===== config.mk =====
export PLATFORM = sky130hd
export DESIGN_NAME = line_rasterizer_top
export DESIGN_NICKNAME = d
export VERILOG_FILES = /design/src/design/lr_pkg.sv /design/src/design/lr_in_reg.sv /design/src/design/lr_step.sv /design/src/design/lr_out_reg.sv /design/src/design/line_rasterizer_top.sv
export SDC_FILE = /design/constraint.sdc
export NUM_CORES = 1
export LEC_CHECK = 0
export BUFFER_PORTS_ARGS = -buffer_cell sky130_fd_sc_hd__buf_2
export CORE_MARGIN = 10
export CORE_UTILIZATION = 40
export DETAILED_ROUTE_END_ITERATION = 7
export MAX_ROUTING_LAYER = met4
export PLACE_DENSITY_LB_ADDON = 0.05
export SLEW_MARGIN = 20
export SYNTH_ARGS = -nofsm -noshare
export SYNTH_HDL_FRONTEND = slang
export SYNTH_SLANG_ARGS = --single-unit

===== constraint.sdc =====
create_clock -name clk -period 6.55 [get_ports clk]
set_input_delay 0.3275 -clock clk [delete_from_list [all_inputs] [get_ports clk]]
set_output_delay 0.3275 -clock clk [all_outputs]
set_load 0.05 [all_outputs]

===== src/design/lr_pkg.sv =====
`default_nettype none

package lr_pkg;

    typedef enum logic [3:0] {
        MODE_IDLE  = 4'd0,
        MODE_OCT1  = 4'd1,
        MODE_OCT2  = 4'd2,
        MODE_OCT3  = 4'd3,
        MODE_OCT4  = 4'd4,
        MODE_OCT5  = 4'd5,
        MODE_OCT6  = 4'd6,
        MODE_OCT7  = 4'd7,
        MODE_OCT8  = 4'd8,
        MODE_POS_X = 4'd9,
        MODE_NEG_X = 4'd10,
        MODE_POS_Y = 4'd11,
        MODE_NEG_Y = 4'd12
    } mode_t;

    localparam logic KIND_START = 1'b0;
    localparam logic KIND_STEP  = 1'b1;

    typedef struct packed {
        logic will_emit;
        logic last;
    } step_ctl_t;

endpackage

`default_nettype wire


===== src/design/lr_in_reg.sv =====
`default_nettype none

module lr_in_reg #(
    parameter int COORD_BITS = 12
) (
    input  wire logic                  clk,
    input  wire logic                  rst_n,
    input  wire logic                  item_valid,
    output logic                       item_ready,
    input  wire logic                  kind,
    input  wire logic [COORD_BITS-1:0] from_x,
    input  wire logic [COORD_BITS-1:0] from_y,
    input  wire logic [COORD_BITS-1:0] to_x,
    input  wire logic [COORD_BITS-1:0] to_y,
    input  wire logic                  fire,
    output logic                       held_valid,
    output logic                       held_kind,
    output logic [COORD_BITS-1:0]      held_from_x,
    output logic [COORD_BITS-1:0]      held_from_y,
    output logic [COORD_BITS-1:0]      held_to_x,
    output logic [COORD_BITS-1:0]      held_to_y
);

    logic                  valid_reg, valid_next;
    logic                  kind_reg;
    logic [COORD_BITS-1:0] from_x_reg, from_y_reg, to_x_reg, to_y_reg;
    logic                  take;

    assign item_ready = !valid_reg || fire;
    assign take       = item_valid && item_ready;

    always_comb
    begin
        valid_next = valid_reg;
        if (take)
        begin
            valid_next = 1'b1;
        end
        else if (fire)
        begin
            valid_next = 1'b0;
        end
    end

    always_ff @(posedge clk or negedge rst_n)
    begin
        if (!rst_n)
        begin
            valid_reg <= 1'b0;
        end
        else
        begin
            valid_reg <= valid_next;
        end
    end

    always_ff @(posedge clk)
    begin
        if (take)
        begin
            kind_reg   <= kind;
            from_x_reg <= from_x;
            from_y_reg <= from_y;
            to_x_reg   <= to_x;
            to_y_reg   <= to_y;
        end
    end

    assign held_valid  = valid_reg;
    assign held_kind   = kind_reg;
    assign held_from_x = from_x_reg;
    assign held_from_y = from_y_reg;
    assign held_to_x   = to_x_reg;
    assign held_to_y   = to_y_reg;

endmodule

`default_nettype wire


===== src/design/lr_step.sv =====
`default_nettype none

module lr_step #(
    parameter int COORD_BITS = 12
) (
    input  wire logic                  clk,
    input  wire logic                  rst_n,
    input  wire logic                  fire,
    input  wire logic                  kind,
    input  wire logic [COORD_BITS-1:0] from_x,
    input  wire logic [COORD_BITS-1:0] from_y,
    input  wire logic [COORD_BITS-1:0] to_x,
    input  wire logic [COORD_BITS-1:0] to_y,
    output lr_pkg::step_ctl_t          ctl,
    output logic [COORD_BITS-1:0]      pix_x,
    output logic [COORD_BITS-1:0]      pix_y
);

    import lr_pkg::*;

    localparam int D_W   = COORD_BITS + 2;
    localparam int ERR_W = COORD_BITS + 3;
    localparam logic [COORD_BITS-1:0] ONE = COORD_BITS'(1);

    logic                    busy_reg, busy_next;
    mode_t                   mode_reg, mode_next;
    logic [COORD_BITS-1:0]   cur_x_reg, cur_x_next, cur_y_reg, cur_y_next;
    logic [COORD_BITS-1:0]   goal_x_reg, goal_x_next, goal_y_reg, goal_y_next;
    logic signed [ERR_W-1:0] err_reg, err_next;
    logic signed [ERR_W-1:0] tdx_reg, tdx_next, tdy_reg, tdy_next;

    logic signed [D_W-1:0]   dx, dy, ndx, ndy;
    logic                    dx_zero, dy_zero, dx_pos, dy_pos;
    mode_t                   start_mode;
    logic signed [ERR_W-1:0] start_err;

    logic [COORD_BITS-1:0]   nx, ny;
    logic signed [ERR_W-1:0] err_a, err_b, ne;
    logic                    done, minor;
    logic                    stepping, starting;

    // start: deltas and direction select
    assign dx      = $signed({2'b00, to_x}) - $signed({2'b00, from_x});
    assign dy      = $signed({2'b00, to_y}) - $signed({2'b00, from_y});
    assign ndx     = -dx;
    assign ndy     = -dy;
    assign dx_zero = (dx == '0);
    assign dy_zero = (dy == '0);
    assign dx_pos  = !dx[D_W-1] && !dx_zero;
    assign dy_pos  = !dy[D_W-1] && !dy_zero;

    always_comb
    begin
        start_mode = MODE_IDLE;
        if (dx_zero && dy_zero)
        begin
            start_mode = MODE_IDLE;
        end
        else if (dy_zero)
        begin
            start_mode = dx_pos ? MODE_POS_X : MODE_NEG_X;
        end
        else if (dx_zero)
        begin
            start_mode = dy_pos ? MODE_POS_Y : MODE_NEG_Y;
        end
        else if (dx_pos && dy_pos)
        begin
            start_mode = (dx >= dy) ? MODE_OCT1 : MODE_OCT2;
        end
        else if (dx_pos)
        begin
            start_mode = (dx >= ndy) ? MODE_OCT8 : MODE_OCT7;
        end
        else if (dy_pos)
        begin
            start_mode = (ndx >= dy) ? MODE_OCT4 : MODE_OCT3;
        end
        else
        begin
            start_mode = (dx <= dy) ? MODE_OCT5 : MODE_OCT6;
        end
    end

    always_comb
    begin
        unique case (start_mode)
            MODE_OCT1, MODE_OCT4, MODE_OCT5, MODE_OCT8:
            begin
                start_err = ERR_W'(dx);
            end
            MODE_OCT2, MODE_OCT3, MODE_OCT6, MODE_OCT7:
            begin
                start_err = ERR_W'(dy);
            end
            default:
            begin
                start_err = '0;
            end
        endcase
    end

    // step: major axis always moves, minor axis on the error test
    always_comb
    begin
        nx    = cur_x_reg;
        ny    = cur_y_reg;
        err_a = err_reg;
        err_b = err_reg;
        minor = 1'b0;
        done  = 1'b0;
        unique case (mode_reg)
            MODE_OCT1:
            begin
                nx    = cur_x_reg + ONE;
                done  = (nx == goal_x_reg);
                err_a = err_reg - tdy_reg;
                minor = err_a[ERR_W-1];
                err_b = err_a + tdx_reg;
                if (minor)
                begin
                    ny = cur_y_reg + ONE;
                end
            end
            MODE_OCT2:
            begin
                ny    = cur_y_reg + ONE;
                done  = (ny == goal_y_reg);
                err_a = err_reg - tdx_reg;
                minor = err_a[ERR_W-1];
                err_b = err_a + tdy_reg;
                if (minor)
                begin
                    nx = cur_x_reg + ONE;
                end
            end
            MODE_OCT3:
            begin
                ny    = cur_y_reg + ONE;
                done  = (ny == goal_y_reg);
                err_a = err_reg + tdx_reg;
                minor = err_a[ERR_W-1] || (err_a == '0);
                err_b = err_a + tdy_reg;
                if (minor)
                begin
                    nx = cur_x_reg - ONE;
                end
            end
            MODE_OCT4:
            begin
                nx    = cur_x_reg - ONE;
                done  = (nx == goal_x_reg);
                err_a = err_reg + tdy_reg;
                minor = !err_a[ERR_W-1];
                err_b = err_a + tdx_reg;
                if (minor)
                begin
                    ny = cur_y_reg + ONE;
                end
            end
            MODE_OCT5:
            begin
                nx    = cur_x_reg - ONE;
                done  = (nx == goal_x_reg);
                err_a = err_reg - tdy_reg;
                minor = !err_a[ERR_W-1];
                err_b = err_a + tdx_reg;
                if (minor)
                begin
                    ny = cur_y_reg - ONE;
                end
            end
            MODE_OCT6:
            begin
                ny    = cur_y_reg - ONE;
                done  = (ny == goal_y_reg);
                err_a = err_reg - tdx_reg;
                minor = !err_a[ERR_W-1];
                err_b = err_a + tdy_reg;
                if (minor)
                begin
                    nx = cur_x_reg - ONE;
                end
            end
            MODE_OCT7:
            begin
                ny    = cur_y_reg - ONE;
                done  = (ny == goal_y_reg);
                err_a = err_reg + tdx_reg;
                minor = !err_a[ERR_W-1] && (err_a != '0);
                err_b = err_a + tdy_reg;
                if (minor)
                begin
                    nx = cur_x_reg + ONE;
                end
            end
            MODE_OCT8:
            begin
                nx    = cur_x_reg + ONE;
                done  = (nx == goal_x_reg);
                err_a = err_reg + tdy_reg;
                minor = err_a[ERR_W-1];
                err_b = err_a + tdx_reg;
                if (minor)
                begin
                    ny = cur_y_reg - ONE;
                end
            end
            MODE_POS_X:
            begin
                nx   = cur_x_reg + ONE;
                done = (nx == goal_x_reg);
            end
            MODE_NEG_X:
            begin
                nx   = cur_x_reg - ONE;
                done = (nx == goal_x_reg);
            end
            MODE_POS_Y:
            begin
                ny   = cur_y_reg + ONE;
                done = (ny == goal_y_reg);
            end
            MODE_NEG_Y:
            begin
                ny   = cur_y_reg - ONE;
                done = (ny == goal_y_reg);
            end
            default:
            begin
                done = 1'b1;
            end
        endcase
        ne = minor ? err_b : err_a;
    end

    assign stepping = fire && (kind == KIND_STEP) && busy_reg;
    assign starting = fire && (kind == KIND_START);

    always_comb
    begin
        busy_next   = busy_reg;
        mode_next   = mode_reg;
        cur_x_next  = cur_x_reg;
        cur_y_next  = cur_y_reg;
        goal_x_next = goal_x_reg;
        goal_y_next = goal_y_reg;
        err_next    = err_reg;
        tdx_next    = tdx_reg;
        tdy_next    = tdy_reg;
        if (starting)
        begin
            cur_x_next  = from_x;
            cur_y_next  = from_y;
            goal_x_next = to_x;
            goal_y_next = to_y;
            tdx_next    = ERR_W'(dx) <<< 1;
            tdy_next    = ERR_W'(dy) <<< 1;
            err_next    = start_err;
            mode_next   = start_mode;
            busy_next   = (start_mode != MODE_IDLE);
        end
        else if (stepping)
        begin
            cur_x_next = nx;
            cur_y_next = ny;
            if (done)
            begin
                busy_next = 1'b0;
                mode_next = MODE_IDLE;
            end
            else
            begin
                err_next = ne;
            end
        end
    end

    always_ff @(posedge clk or negedge rst_n)
    begin
        if (!rst_n)
        begin
            busy_reg   <= 1'b0;
            mode_reg   <= MODE_IDLE;
            cur_x_reg  <= '0;
            cur_y_reg  <= '0;
            goal_x_reg <= '0;
            goal_y_reg <= '0;
            err_reg    <= '0;
            tdx_reg    <= '0;
            tdy_reg    <= '0;
        end
        else
        begin
            busy_reg   <= busy_next;
            mode_reg   <= mode_next;
            cur_x_reg  <= cur_x_next;
            cur_y_reg  <= cur_y_next;
            goal_x_reg <= goal_x_next;
            goal_y_reg <= goal_y_next;
            err_reg    <= err_next;
            tdx_reg    <= tdx_next;
            tdy_reg    <= tdy_next;
        end
    end

    assign ctl.will_emit = (kind == KIND_STEP) && busy_reg;
    assign ctl.last      = done;
    assign pix_x         = cur_x_reg;
    assign pix_y         = cur_y_reg;

    a_busy_mode: assert property (@(posedge clk) disable iff (!rst_n)
        busy_reg == (mode_reg != MODE_IDLE))
        else $error("busy flag and direction mode disagree");

    a_last_idles: assert property (@(posedge clk) disable iff (!rst_n)
        (stepping && done) |=> !busy_reg)
        else $error("line still busy after its last pixel");

    a_start_busy: assert property (@(posedge clk) disable iff (!rst_n)
        starting |=> (busy_reg == ($past(from_x) != $past(to_x)
                                   || $past(from_y) != $past(to_y))))
        else $error("start beat loaded the wrong busy state");

endmodule

`default_nettype wire


===== src/design/lr_out_reg.sv =====
`default_nettype none

module lr_out_reg #(
    parameter int COORD_BITS = 12
) (
    input  wire logic                  clk,
    input  wire logic                  rst_n,
    input  wire logic                  load,
    input  wire logic [COORD_BITS-1:0] load_x,
    input  wire logic [COORD_BITS-1:0] load_y,
    input  wire logic                  load_last,
    output logic                       slot_free,
    output logic                       pixel_valid,
    input  wire logic                  pixel_ready,
    output logic [COORD_BITS-1:0]      pixel_x,
    output logic [COORD_BITS-1:0]      pixel_y,
    output logic                       last
);

    logic                  valid_reg, valid_next;
    logic [COORD_BITS-1:0] x_reg, y_reg;
    logic                  last_reg;

    assign slot_free = !valid_reg || pixel_ready;

    always_comb
    begin
        valid_next = valid_reg;
        if (load)
        begin
            valid_next = 1'b1;
        end
        else if (pixel_ready)
        begin
            valid_next = 1'b0;
        end
    end

    always_ff @(posedge clk or negedge rst_n)
    begin
        if (!rst_n)
        begin
            valid_reg <= 1'b0;
        end
        else
        begin
            valid_reg <= valid_next;
        end
    end

    always_ff @(posedge clk)
    begin
        if (load)
        begin
            x_reg    <= load_x;
            y_reg    <= load_y;
            last_reg <= load_last;
        end
    end

    assign pixel_valid = valid_reg;
    assign pixel_x     = x_reg;
    assign pixel_y     = y_reg;
    assign last        = last_reg;

endmodule

`default_nettype wire


===== src/design/line_rasterizer_top.sv =====
// a step beat is held in the input register, and its pixel is registered in the output register
// throughput: one beat per cycle, start or step, while pixel_ready stays high
// each step is two chained error adds, a sign test and the coordinate moves, all between registers
// a start beat and a step beat while idle produce no pixel
// reset (rst_n low, asynchronous) empties both registers and leaves no line active
`default_nettype none

module line_rasterizer_top #(
    parameter int COORD_BITS = 12
) (
    input  wire logic                  clk,
    input  wire logic                  rst_n,
    input  wire logic                  item_valid,
    output logic                       item_ready,
    input  wire logic                  kind,
    input  wire logic [COORD_BITS-1:0] from_x,
    input  wire logic [COORD_BITS-1:0] from_y,
    input  wire logic [COORD_BITS-1:0] to_x,
    input  wire logic [COORD_BITS-1:0] to_y,
    output logic                       pixel_valid,
    input  wire logic                  pixel_ready,
    output logic [COORD_BITS-1:0]      pixel_x,
    output logic [COORD_BITS-1:0]      pixel_y,
    output logic                       last
);

    import lr_pkg::*;

    logic                  held_valid, held_kind;
    logic [COORD_BITS-1:0] held_from_x, held_from_y, held_to_x, held_to_y;
    step_ctl_t             ctl;
    logic [COORD_BITS-1:0] pix_x, pix_y;
    logic                  slot_free, fire, load;

    assign fire = held_valid && (slot_free || !ctl.will_emit);
    assign load = fire && ctl.will_emit;

    lr_in_reg #(
        .COORD_BITS(COORD_BITS)
    ) u_in_reg (
        .clk        (clk),
        .rst_n      (rst_n),
        .item_valid (item_valid),
        .item_ready (item_ready),
        .kind       (kind),
        .from_x     (from_x),
        .from_y     (from_y),
        .to_x       (to_x),
        .to_y       (to_y),
        .fire       (fire),
        .held_valid (held_valid),
        .held_kind  (held_kind),
        .held_from_x(held_from_x),
        .held_from_y(held_from_y),
        .held_to_x  (held_to_x),
        .held_to_y  (held_to_y)
    );

    lr_step #(
        .COORD_BITS(COORD_BITS)
    ) u_step (
        .clk   (clk),
        .rst_n (rst_n),
        .fire  (fire),
        .kind  (held_kind),
        .from_x(held_from_x),
        .from_y(held_from_y),
        .to_x  (held_to_x),
        .to_y  (held_to_y),
        .ctl   (ctl),
        .pix_x (pix_x),
        .pix_y (pix_y)
    );

    lr_out_reg #(
        .COORD_BITS(COORD_BITS)
    ) u_out_reg (
        .clk        (clk),
        .rst_n      (rst_n),
        .load       (load),
        .load_x     (pix_x),
        .load_y     (pix_y),
        .load_last  (ctl.last),
        .slot_free  (slot_free),
        .pixel_valid(pixel_valid),
        .pixel_ready(pixel_ready),
        .pixel_x    (pixel_x),
        .pixel_y    (pixel_y),
        .last       (last)
    );

    a_load_shows: assert property (@(posedge clk) disable iff (!rst_n)
        load |=> pixel_valid)
        else $error("pixel computed but not presented");

    a_no_overwrite: assert property (@(posedge clk) disable iff (!rst_n)
        (pixel_valid && !pixel_ready) |-> !load)
        else $error("pending pixel overwritten");

    a_empty_ready: assert property (@(posedge clk) disable iff (!rst_n)
        !held_valid |-> item_ready)
        else $error("input register empty but not ready");

endmodule

`default_nettype wire

**Yosys cells after proc, flatten, opt, wreduce, memory -nomap -nowiden**

Index checks and enable logic that the tools add are counted.

- Register bits after elaboration: 172
- Bits of input ports: 53
- Word-level logic and storage cells: 171

- Add/subtract/negate cells: 16
- Magnitude comparators: 4
- Equal/unequal tests: 33
- Mux-type cells: 45
- Bitwise operators: 1
- Reduce and logical (&&, ||, !) cells: 53

Operators with widths:

| operator | number |
|---|---|
| 12-bit 2-to-1 mux | 12 |
| 12-bit case mux with 6 select lines | 2 |
| 15-bit case mux with 4 select lines | 2 |
| 15-bit adder | 6 |
| 15-bit 2-to-1 mux | 4 |
| 12-bit equality test | 4 |
| 14-bit greater-or-equal comparator | 3 |
| 4-bit 2-to-1 mux | 10 |
| 4-bit by 3-bit equality test with 1-bit output, second input constant | 8 |
| 15-bit case mux with 2 select lines | 1 |
| 15-bit subtractor | 2 |
| 14-bit logical NOT | 2 |
| 14-bit negation | 2 |
| 12-bit by 12-bit subtractor with 13-bit output | 2 |
| 12-bit by 1-bit adder with 12-bit output, second input constant | 2 |
| 4-bit equality test, second input constant | 6 |
| 12-bit by 1-bit subtractor with 12-bit output, second input constant | 2 |
| 4-bit by 2-bit equality test with 1-bit output, second input constant | 4 |
| 15-bit logical NOT | 1 |
| 3-bit by 1-bit inequality test with 1-bit output, second input constant | 5 |
| 15-bit nonzero test | 1 |
| 14-bit less-or-equal comparator | 1 |
| 7-bit nonzero test | 2 |
| 1-bit logical AND | 12 |
| other kinds (20) | 56 |

**Depth between registers and ports, before layout**

Gate-level depths: netlist of run 1.

- Depth in word-level cells: 14
- Depth in mapped cells: 26
- Depth with buffers taken out: 24

**Cells and area by module**

From an unflattened synthesis of run 1, not the netlist that was laid out.

- Cells, all modules: 1,873
- Area total of the unflattened synthesis: 15,895.2 sq um

By module, submodules not included:

| module | instances | cells each | area an instance (sq um) | sequential area each (sq um) |
|---|---|---|---|---|
| lr_step | 1 | 1,789 | 13,553.0 | 2,352.3 |
| lr_in_reg | 1 | 53 | 1,525.2 | 1,496.4 |
| lr_out_reg | 1 | 28 | 798.3 | 775.7 |
| line_rasterizer_top | 1 | 3 | 18.8 | 0.0 |

**Worst setup path after synthesis of run 1**

OpenSTA, ideal clock, no wires.

- Path kind: reg-to-reg
- Start: reg u_in_reg.to_y_reg[0], in the netlist u_in_reg.held_to_y[0]
- End: reg u_step.err_reg[8]
- Library setup time: 144 ps
- Data arrival time: 5,009 ps
- Required time: 6,406 ps
- Setup slack: 1,397 ps
- Stages on the path, launching flop included: 25
- Cells stage by stage: edfxtp_1 > inv_1 > ha_1 > inv_1 > fa_1 > a211oi_2 > o21bai_1 > o311a_1 > or3_1 > o211ai_2 > nand4_4 > a2111oi_4 > xnor2_1 > ha_1 > a2111oi_0 > o21ai_0 > nor3_1 > nor2_1 > a21oi_1 > a22oi_1 > or4_1 > nor2b_1 > buf_2 > o211ai_1 > a311oi_1

- Word-level cells in the longest chain between the ends: 14
- Elaborated cells between the ends (all ways): 35
- Those cells by class: 2 x add/sub; 4 x order compare; 8 x eq/ne; 13 x mux; 8 x reduce/logical

Ends and longest elaborated chain:

| what | RTL line | source |
|---|---|---|
| from (decl) | lr_in_reg.sv:26 | `logic [COORD_BITS-1:0] from_x_reg, from_y_reg, to_x_reg, to_y_reg;` |
| from (signal assigned) | lr_in_reg.sv:65 | `to_y_reg <= to_y;` |
| 12-bit by 12-bit subtractor with 13-bit output * | lr_step.sv:44 | `assign dy = $signed({2'b00, to_y}) - $signed({2'b00, from_y});` |
| branches (longest 11 deep; another with 14-bit negation) | n/a |  |
| 15-bit case mux with 2 select lines * | lr_step.sv:87 | `unique case (start_mode)` |
| 15-bit 2-to-1 mux * | lr_step.sv:251 | `if (starting)` |
| to (signal assigned) | lr_step.sv:301 | `err_reg <= err_next;` |
| to (decl) | lr_step.sv:29 | `logic signed [ERR_W-1:0] err_reg, err_next;` |

Mark *: on every way between the ends.
A chain may end at the register's enable or synchronous reset.

**Worst setup path in the final report of run 1**

- Start: reg u_in_reg.from_y_reg[2], in the netlist u_in_reg.held_from_y[2]
- End: reg u_step.err_reg[6]

- Word-level cells in the longest chain between the ends: 14
- Elaborated cells between the ends (all ways): 35
- Those cells by class: 2 x add/sub; 4 x order compare; 8 x eq/ne; 13 x mux; 8 x reduce/logical

Ends and longest elaborated chain:

| what | RTL line | source |
|---|---|---|
| from (decl) | lr_in_reg.sv:26 |  |
| from (signal assigned) | lr_in_reg.sv:63 | `from_y_reg <= from_y;` |
| 12-bit by 12-bit subtractor with 13-bit output * | lr_step.sv:44 |  |
| branches (longest 11 deep; another with 14-bit negation) | n/a |  |
| 15-bit case mux with 2 select lines * | lr_step.sv:87 |  |
| 15-bit 2-to-1 mux * | lr_step.sv:251 |  |

Marks and branches as above.

==> results.toml, run 1 <==
[critical_path]
cp-start-kind = "flop"
cp_cell_sequence = "inv_1, ha_1, nor2_1, a21oi_1, xnor2_1, nand3_1, a21oi_1, nand4_4, a2111oi_4, xnor2_1, ha_1, a2111oi_0, o21ai_0, nor3_1, nor2_1, a21oi_1, a22oi_1, or4_1, nor2b_1, o211ai_1, a311oi_1"
crit_arrival_ps = 6260
crit_type = "flop to flop"
r2r_end = "u_step.err_reg[6]$_DFFE_PN0P_"
worst_path_largest_cell_delay_ps = 790
reg2reg_from = "u_in_reg.held_from_y[2]$_DFFE_PP_"
required_ps = 6830
slowest_stage = "xnor2_1"
ff2ff_setup_slack_ps = 570
end_kind = "flop"
cpMostUsedCell = "a21oi_1"
worstRegToRegCells = 21
cp_max_fo = 12

[sta]
fin_crit_sh_pct = 91.3
fin_skew_ps = 16.9
hold_ws_ps = 41.2
relSlewSlack_pct = 21.2
fmax_ghz = 0.167
worst_pin_slew_ps = 1180
hold_violations = 0
finalSetupViolCount = 0
rsz0062_at_grt = "no"
maxSlewViolCount = 0
period_minus_slack_ps = 5980
setup_tns_ps = 0

[clock_tree]
clk_latency_ps = 460
cts_resized = 0
cts_made_buffers = 17
htreeDepth = 4
clk_transition_reported_paths_ps = 70
cts_root_buffer = "clkbuf_16"
cts_num_sinks = 170
clockBufferDepth = 2
cts_tree = "built"
cts_setup_buffers = 0

[pwr]
powerDensity_nw_per_um2 = 535
vdd_ir_drop_max_uv = 265
leakage_nw = 7.14

[detailed_routing]
postRouteAntennaNets = 0
wirelength_um = 52200
viasPerCell = 5.69
drc = 0
wl_per_cell_um = 21.7
num_vias = 13703
drt_iter0_markers = 1123
drt_first_pass_iters = 6

[logic_synthesis]
syn_inst = 1843
async_reset_ff_share_pct = 56.5
ys.flop_type = "dfrtp_1"
netlist_area_sq_um = 15500
synth_cell_types = 88
yosys_warnings = 0
synth_edf_count = 74
avgSynthCellArea_sq_um = 8.39
yosysSeqAreaShare_pct = 29.9
syn_nets = 2051
synth-seq-cells = 170

[floorplan]
die_w_um = 217
rows = 71
start_util_pct = 40.8
pin_count = 80
core_sq_um = 37900
fp.dieH_um = 217
dieArea_sq_um = 46900

[layout]
fin_util_pct = 44.9
fillers = 3800
fin_nets = 2093
area_growth_syn_to_layout_pct = 10.2
drive_above_1_share_pct = 10.2
final_cell_area_sq_um = 17000
diodes = 0
largest_register_ffs = 15

[grt]
overflow = 0
grt_max_degree = 87
antenna_found_initial = 1
grt_pass1_wl_um = 79400
grt_usage_pct = 22.4
grt_pass1_vias = 13131

[flow_run]
drv_cap = 0

[hold_path]
min_to = "u_in_reg.held_to_x[8]$_DFFE_PP_"
min_path_type = "primary input to flop"
hold_depth = 1
hold_path_startpoint = "to_x[8]"

[place]
place_area_sq_um = 16400
dp_hpwl_um = 40600
place_congestion = 0.977
io_buffer_count = 79

[status]
status = "complete, no violations"
## worst max path at each step
stage	startpoint	end	slack, ps
2_1_floorplan	u_in_reg.held_to_y[0]$_DFFE_PP_	u_step.err_reg[8]$_DFFE_PN0P_	1400
3_3_place_gp	u_in_reg.held_to_x[2]$_DFFE_PP_	u_step.err_reg[7]$_DFFE_PN0P_	890
3_5_place_dp	u_in_reg.held_to_y[0]$_DFFE_PP_	u_step.err_reg[8]$_DFFE_PN0P_	680
4_1_cts	u_in_reg.held_to_y[0]$_DFFE_PP_	u_step.err_reg[8]$_DFFE_PN0P_	670
5_1_grt	u_in_reg.held_to_y[0]$_DFFE_PP_	u_step.err_reg[8]$_DFFE_PN0P_	150
6_report	u_in_reg.held_from_y[2]$_DFFE_PP_	u_step.err_reg[6]$_DFFE_PN0P_	570
## per-stage QoR
step                      setup WS [ps]  power, mW  instances
final                               568       9.12       2409
after global routing                151       9.85       2409
after CTS                           665       9.07       2409
after detailed placement            683       7.97       2376
after global placement              890       7.96       2376
after floorplan                    1400       6.24       1843
## routing by layer
metal | global-route usage [%] | wire length, um | up-vias
met5 | - | 0 | -
met1 | 30.3 | 24200 | 6506
met3 | 3.26 | 3250 | 61
met2 | 34.4 | 23600 | 443
li1 | - | - | 6693
met4 | 5.83 | 1060 | 0
## worst max-delay path: cells and delay by family (launching register included)
kind | cells | cell delay (ps)
AOI/OAI and AO/OA | 9 | 2090
xor gates and xnor gates | 2 | 970
adders and majority gates | 2 | 620
buffers and inverters | 1 | 50
DFF | 1 | 350
and+or+nand+nor | 7 | 1700
## Yosys cell counts (7+ instances only)
cell | n | area (sq um)
nand2_1 | 202 | 758
nor2_1 | 154 | 578
a21oi_1 | 147 | 736
ha_1 | 147 | 1840
xnor2_1 | 118 | 1030
inv_1 | 111 | 417
o21ai_0 | 111 | 556
dfrtp_1 | 96 | 2400
clkbuf_1 | 79 | 297
edfxtp_1 | 74 | 2220
nor3_1 | 45 | 225
nand3_1 | 43 | 215
xor2_1 | 40 | 350
nand2b_1 | 31 | 194
o21a_1 | 29 | 218
mux2i_1 | 27 | 270
a21o_1 | 25 | 188
o211ai_1 | 24 | 180
nor2b_1 | 22 | 138
nor3b_1 | 16 | 120
or3_1 | 16 | 100
a211oi_1 | 15 | 113
nor4_1 | 14 | 87.6
o21bai_1 | 14 | 105
a31oi_1 | 13 | 81.3
nand4_1 | 13 | 81.3
and3_1 | 12 | 75.1
o22ai_1 | 11 | 68.8
or4_1 | 10 | 75.1
a211o_1 | 9 | 78.8
mux2_2 | 9 | 101
o31ai_1 | 9 | 67.6
or2_2 | 9 | 56.3
fa_1 | 8 | 160
o221ai_1 | 7 | 61.3
o31a_1 | 7 | 61.3
## cell families after synthesis
logic type	Yosys count	synth area share, %
xor+xnor	159	9.06
mux	38	2.70
compound gates	497	20.9
simple gates	620	19.4
buf+inv	204	5.04
flops	170	29.9
fa+ha+maj	155	12.9
## placed cells by master (no fill, tap or decap), drive strengths merged, types with 8 or more instances in the layout
| cell type | instances |
|---|---|
| nand2b | 31 |
| o22ai | 11 |
| o21bai | 14 |
| nor2 | 154 |
| clkbuf | 18 |
| nor2b | 22 |
| a211oi | 16 |
| a211o | 9 |
| fa | 8 |
| edfxtp | 74 |
| o21ai | 113 |
| a31oi | 13 |
| a2111oi | 8 |
| nand2 | 202 |
| and2 | 8 |
| o211ai | 25 |
| nand3 | 43 |
| dfrtp | 96 |
| a21o | 25 |
| inv | 120 |
| ha | 147 |
| nor4 | 14 |
| or4 | 10 |
| buf | 113 |
| mux2 | 9 |
| nand4 | 14 |
| xor2 | 41 |
| o21a | 29 |
| mux2i | 27 |
| o31ai | 9 |
| nor3b | 16 |
| and3 | 12 |
| nor3 | 45 |
| xnor2 | 118 |
| or3 | 16 |
| a21oi | 147 |
| or2 | 9 |
## final cells by class
class / count / area, sq um / area share (%)
multi-input combinational: 1469 / 10100 / 59.3
sequential: 170 / 4620 / 27.2
timing repair buffer: 114 / 663 / 3.89
tap: 511 / 639 / 3.75
clock buffer: 18 / 429 / 2.52
inverter: 113 / 424 / 2.49
clock inverter: 14 / 153 / 0.896
## repair_timing
| action | CTS | global route |
|---|---|---|
| endpoints found under the hold margin | 46 | 0 |
| setup endpoints to repair | 0 | 0 |
| hold buffers | 1 | 0 |
## power by group
part,total (mW),switching (mW),internal [mW]
sequential,1.62,0.317,1.31
combinational,6.44,3.85,2.59
clock,1.05,0.509,0.543
total,9.12,4.68,4.44
(Power assumes the default switching activity.)
==> run 2: changes to the inputs <==
--- a/config.mk
+++ b/config.mk
@@ -9,8 +9,10 @@
 export CORE_MARGIN = 10
 export CORE_UTILIZATION = 40
 export DETAILED_ROUTE_END_ITERATION = 7
+export HOLD_SLACK_MARGIN = 0.06
 export MAX_ROUTING_LAYER = met4
 export PLACE_DENSITY_LB_ADDON = 0.05
+export REMOVE_ABC_BUFFERS = 1
 export SLEW_MARGIN = 20
 export SYNTH_ARGS = -nofsm -noshare
 export SYNTH_HDL_FRONTEND = slang
==> results.toml, run 2 (synthesis results as in run 1) <==
[status]
status = "complete, no violations"

[clock_tree]
clk_transition_reported_paths_ps = 80
cts_made_buffers = 17
clk_latency_ps = 450
cts_root_buffer = "clkbuf_16"
cts_setup_buffers = 0
htreeDepth = 4
clockBufferDepth = 2
cts_tree = "built"
cts_num_sinks = 170

[sta]
hold_violations = 0
worst_pin_slew_ps = 967
fin_skew_ps = 18.6
maxSlewViolCount = 0
relSlewSlack_pct = 35.4
finalSetupViolCount = 0
period_minus_slack_ps = 5900
fmax_ghz = 0.170
rsz0062_at_grt = "no"
hold_ws_ps = 80.3
setup_tns_ps = 0
setup_ws_ps = 651
fin_crit_sh_pct = 90.1

[hold_path]
min_path_type = "primary input to flop"

[critical_path]
crit_type = "flop to flop"
required_ps = 6890
cp-start-kind = "flop"
crit_arrival_ps = 6240
cp_max_fo = 12
ff2ff_setup_slack_ps = 650
end_kind = "flop"

[floorplan]
pin_count = 80
start_util_pct = 40.8
rows = 71
fp.dieH_um = 217
core_sq_um = 37900
die_w_um = 217
dieArea_sq_um = 46900

[detailed_routing]
drt_iter0_markers = 867
drc = 0
wl_per_cell_um = 19.7
postRouteAntennaNets = 0
wirelength_um = 48300
num_vias = 13516
drt_first_pass_iters = 5
viasPerCell = 5.52

[place]
place_congestion = 0.951
dp_slack_ps = 569
dpl.cell_count = 2373
dp_hpwl_um = 37300
io_buffer_count = 79

[layout]
diodes = 0
final_cell_mix = "nand2_1, nor2_1, a21oi_1, ha_1, xnor2_1"
drive_above_1_share_pct = 9.75
area_growth_syn_to_layout_pct = 12.6
final_common_cell = "nand2_1"
fin_nets = 2133
largest_register_ffs = 15
layout.cells.non_filler = 2449

[pwr]
leakage_nw = 7.30
vdd_ir_drop_max_uv = 192
powerDensity_nw_per_um2 = 510

[grt]
overflow = 0
grt_usage_pct = 21.1
grt_max_degree = 78
grt_pass1_wl_um = 76800
grt_pass1_vias = 13606
antenna_found_initial = 0

[flow_run]
drv_cap = 0
run 2: changes by cell type in the layout (fill, tap and decap cells not counted), moves of 2 or more:
cell / change
inv_8: -5
buf_4: -3
dlygate4sd3_1: +42
clkinv_2: +2
inv_6: +3
run 2: routing by layer:
layer  up-vias  wire [um]  GRT usage, %
li1       6775          -             -
met1      6430      22100          26.7
met4         0        970          5.71
met5         -          0             -
met2       263      23700          35.1
met3        48       1550          2.38
run 2: layout make-up:
class,count,area (sq um)
flip-flops and latches,170,4620
well taps,511,639
inverters,113,424
repair buffers,154,1070
clock inverters,14,134
clock buffers,18,429
multi-input cells,1469,10100
fillers,3829,20500
run 2: repair_timing:
action	4_1_cts	5_1_grt
hold buffers	42	1
endpoints found under the hold margin	84	1
gates resized for setup	0	1
setup endpoints to repair	0	2
run 2: path summary, 6_finish.rpt:
| path | from | endpoint | cells after the start |
|---|---|---|---|
| worst max-delay path | u_in_reg.held_to_y[0]$_DFFE_PP_ | u_step.err_reg[8]$_DFFE_PN0P_ | 23 |
| worst min-delay path | item_valid | u_in_reg.held_valid$_DFFE_PN0P_ | 2 |
| worst max register to register | u_in_reg.held_to_y[0]$_DFFE_PP_ | u_step.err_reg[8]$_DFFE_PN0P_ | 23 |
| worst min register to register | u_in_reg.held_to_x[3]$_DFFE_PP_ | u_step.goal_x_reg[3]$_DFFE_PN0P_ | 2 |
| max in group asynchronous | rst_n | u_step.goal_y_reg[2]$_DFFE_PN0P_ | 3 |
| min in group asynchronous | rst_n | u_in_reg.held_valid$_DFFE_PN0P_ | 2 |
run 2: stage by stage:
stage	instance area [sq um]	power [mW]	util [%]
global placement	16400	7.77	43.2
detailed placement	16400	7.79	43.2
finish	17400	8.87	45.9
CTS	17400	8.87	45.8
global route	17400	9.70	45.9
floorplan	15100	6.17	-
run 2: where the power goes:
part | internal, mW | total (mW) | switching, mW
sequential | 1.31 | 1.63 | 0.321
combinational | 2.59 | 6.23 | 3.64
clock | 0.533 | 1.01 | 0.478
total | 4.44 | 8.87 | 4.44
run 2: worst max-delay path, cell delays in order, from the launching register on:
cell       delay [ps]
edfxtp_1          360
inv_1              80
ha_1              180
inv_1              60
fa_1              420
a211oi_2          250
o21bai_1          160
a21oi_1           330
xor2_2            350
and2_2            270
nand4_4           130
a2111oi_4         510
xnor2_1           120
ha_1              330
nand4_1           110
a211oi_1          240
o2bb2ai_1         120
nor2_1            130
a21oi_1            80
a22oi_1           170
or4_1             140
nor2b_1           760
o211ai_1          200
a311oi_1          300
==> run 3: changes to the inputs <==
--- a/config.mk
+++ b/config.mk
@@ -5,6 +5,7 @@
 export SDC_FILE = /design/constraint.sdc
 export NUM_CORES = 1
 export LEC_CHECK = 0
+export ABC_AREA = 1
 export BUFFER_PORTS_ARGS = -buffer_cell sky130_fd_sc_hd__buf_2
 export CORE_MARGIN = 10
 export CORE_UTILIZATION = 40
==> results.toml, run 3 <==
[detailed_routing]
drc = 0
wirelength_um = 57300
wl_per_cell_um = 19.3
postRouteAntennaNets = 0
viasPerCell = 5.38
num_vias = 15955
drt_iter0_markers = 1237
drt_first_pass_iters = 5

[layout]
multi_input_area_sq_um = 10300
final_common_cell = "nand2_1"
final-seq-area_sq_um = 4620
final_cell_mix = "nand2_1, inv_1, nand3_1"
drive_above_1_share_pct = 9.65
area_growth_syn_to_layout_pct = 12.1
largest_register_ffs = 15
fin_nets = 2629
final_cell_area_sq_um = 18400
diodes = 0
fillers = 4236

[status]
status = "complete, no violations"

[critical_path]
worst_path_largest_cell_delay_ps = 460
r2r_end = "u_step.err_reg[6]$_DFFE_PN0P_"
required_ps = 6890
cp-endpoint = "u_step.err_reg[6]$_DFFE_PN0P_"
slowest_stage = "fa_1"
crit_family = "simple AND/OR/NAND/NOR gates"
cp-start-kind = "flop"
cp_max_fo = 15
crit_buf_inv = 5
crit_type = "flop to flop"
ff2ff_setup_slack_ps = 1710
crit_arrival_ps = 5180
worstRegToRegCells = 32
reg2reg_from = "u_in_reg.held_from_y[0]$_DFFE_PP_"
cp_num_cells = 32
critPathLaunch = "u_in_reg.held_from_y[0]$_DFFE_PP_"
end_kind = "flop"

[floorplan]
dieArea_sq_um = 49500
pin_count = 80
fp.dieH_um = 222
rows = 74
start_util_pct = 40.3
core_sq_um = 40600
die_w_um = 222

[pwr]
switching_share_pct = 55.9
leakage_nw = 9.15
comb_power_share_pct = 71.1
p_int_mw = 4.31
powerDensity_nw_per_um2 = 532
pwr-share-seq_pct = 17.9
clkPwrFrac_pct = 10.9
vdd_ir_drop_max_uv = 243
power.net_switching_mw = 5.47

[logic_synthesis]
yosys_warnings = 0
muxShareOfSynthArea_pct = 0.0610
async_reset_ff_share_pct = 56.5
synth_adder_area_share_pct = 12.2
synth_edf_count = 74
synth_cell_types = 60
avgSynthCellArea_sq_um = 7.07
syn_inst = 2321
synthTopCellsByArea = "dfrtp_1, edfxtp_1, nand2_1"
netlist_area_sq_um = 16400
yosys.area_share.simple_pct = 31.1
netlist.area_leader.share_pct = 14.6
synth_commonest_cells = "nand2_1, inv_1, nand3_1"
synth-compound-area-share_pct = 13.2
yosysSeqAreaShare_pct = 28.2
synthXorXnorAreaFrac_pct = 5.92
ys.flop_type = "dfrtp_1"
synth_top_family_by_area = "simple AND/OR/NAND/NOR gates"
yosysTopAreaCell = "dfrtp_1"
yosysMostFrequentCell = "nand2_1"
synth-seq-cells = 170

[clock_tree]
cts_resized = 0
cts_root_buffer = "clkbuf_16"
cts_setup_buffers = 0
htreeDepth = 4
cts_num_sinks = 170
cts_tree = "built"
hold_buffers = 50
cts_made_buffers = 17
clk_latency_ps = 470
clk_transition_reported_paths_ps = 70
clockBufferDepth = 2

[sta]
setup_ws_ps = 1710
period_minus_slack_ps = 4840
relSlewSlack_pct = 39.6
fin_crit_sh_pct = 73.9
worst_pin_slew_ps = 905
fmax_ghz = 0.207
hold_violations = 0
rsz0062_at_grt = "no"
hold_ws_ps = 91.0
fin_skew_ps = 10.4
finalSetupViolCount = 0
maxSlewViolCount = 0

[hold_path]
hold_depth = 3
min_path_type = "primary input to flop"

[grt]
grt_pass1_vias = 15620
grt_usage_pct = 23.5
grt_pass1_wl_um = 89600
antenna_found_initial = 0
grt_max_degree = 79
overflow = 0

[place]
place_congestion = 0.976
io_buffer_count = 79
dp_hpwl_um = 45800
dp_slack_ps = 1750
place_area_sq_um = 17300

[flow_run]
drv_cap = 0
[run 3: cell count changes after synthesis, sizes merged, moves of 50 or more]
cell / previous run / this run
nand3: 43 / 215
inv: 111 / 314
xnor2: 118 / 20
nand4: 14 / 64
nand2: 202 / 576
o21ai: 113 / 165
[run 3: worst reg2reg max path: cells and delay by family, from the launching register on]
kind | cells | cell delay [ps]
simple gates | 22 | 2400
fa+ha+maj | 4 | 1150
buf+inv | 5 | 560
flops | 1 | 390
compound gates | 1 | 190
[run 3: final cells by class]
type | count | share of cell area (%)
Clock buffer | 24 | 2.73
Clock inverter | 8 | 0.599
Inverter | 322 | 6.58
Multi-Input combinational cell | 1768 | 55.9
Sequential cell | 170 | 25.2
Tap cell | 532 | 3.62
Timing Repair Buffer | 142 | 5.42
[run 3: how the worst min path moves through the flow]
stage | from | end | slack, ps
floorplan | rst_n | u_in_reg.held_valid$_DFFE_PN0P_ | 30
finish | item_valid | u_in_reg.held_valid$_DFFE_PN0P_ | 90
global route | item_valid | u_in_reg.held_valid$_DFFE_PN0P_ | 100
CTS | item_valid | u_in_reg.held_valid$_DFFE_PN0P_ | 60
detailed placement | rst_n | u_step.tdx_reg[9]$_DFFE_PN0P_ | 380
global placement | rst_n | u_step.tdx_reg[10]$_DFFE_PN0P_ | 380
[run 3: metal layers]
| layer | share of wire (%) | track usage [%] | vias to the layer above |
|---|---|---|---|
| met3 | 4.1 | 2.57 | 96 |
| met4 | 3.6 | 9.74 | 0 |
| li1 | - | - | 7903 |
| met5 | 0 | - | - |
| met1 | 45 | 29.0 | 7532 |
| met2 | 48 | 38.6 | 424 |
[run 3: cell families (layout without fill, tap and decap cells)]
group                      Yosys count  count (layout)
adders and majority gates          155             155
muxes                                1               1
AOI/OAI and AO/OA                  379             379
buffers and inverters              383             496
and+or+nand+nor                   1123            1123
xor gates and xnor gates           110             110
DFF                                170             170
[run 3: power by group through the flow]
stage                     Combinational, mW  Sequential (mW)  Clock, mW
final                                  6.96             1.75       1.07
after global routing                   7.76             1.78       1.14
after CTS                              6.88             1.75       1.09
after detailed placement               6.82             1.77          0
after global placement                 6.83             1.77          0
after floorplan                        4.89             1.68          0
[run 3: stage by stage]
stage / cells / util [%] / total power, mW / TNS, ps
finish: 2966 / 45.2 / 9.78 / 0
global route: 2966 / 45.2 / 10.7 / 0
CTS: 2966 / 45.2 / 9.72 / 0
detailed placement: 2884 / 42.5 / 8.59 / 0
global placement: 2884 / 42.5 / 8.59 / 0
floorplan: 2260 / - / 6.58 / -20730
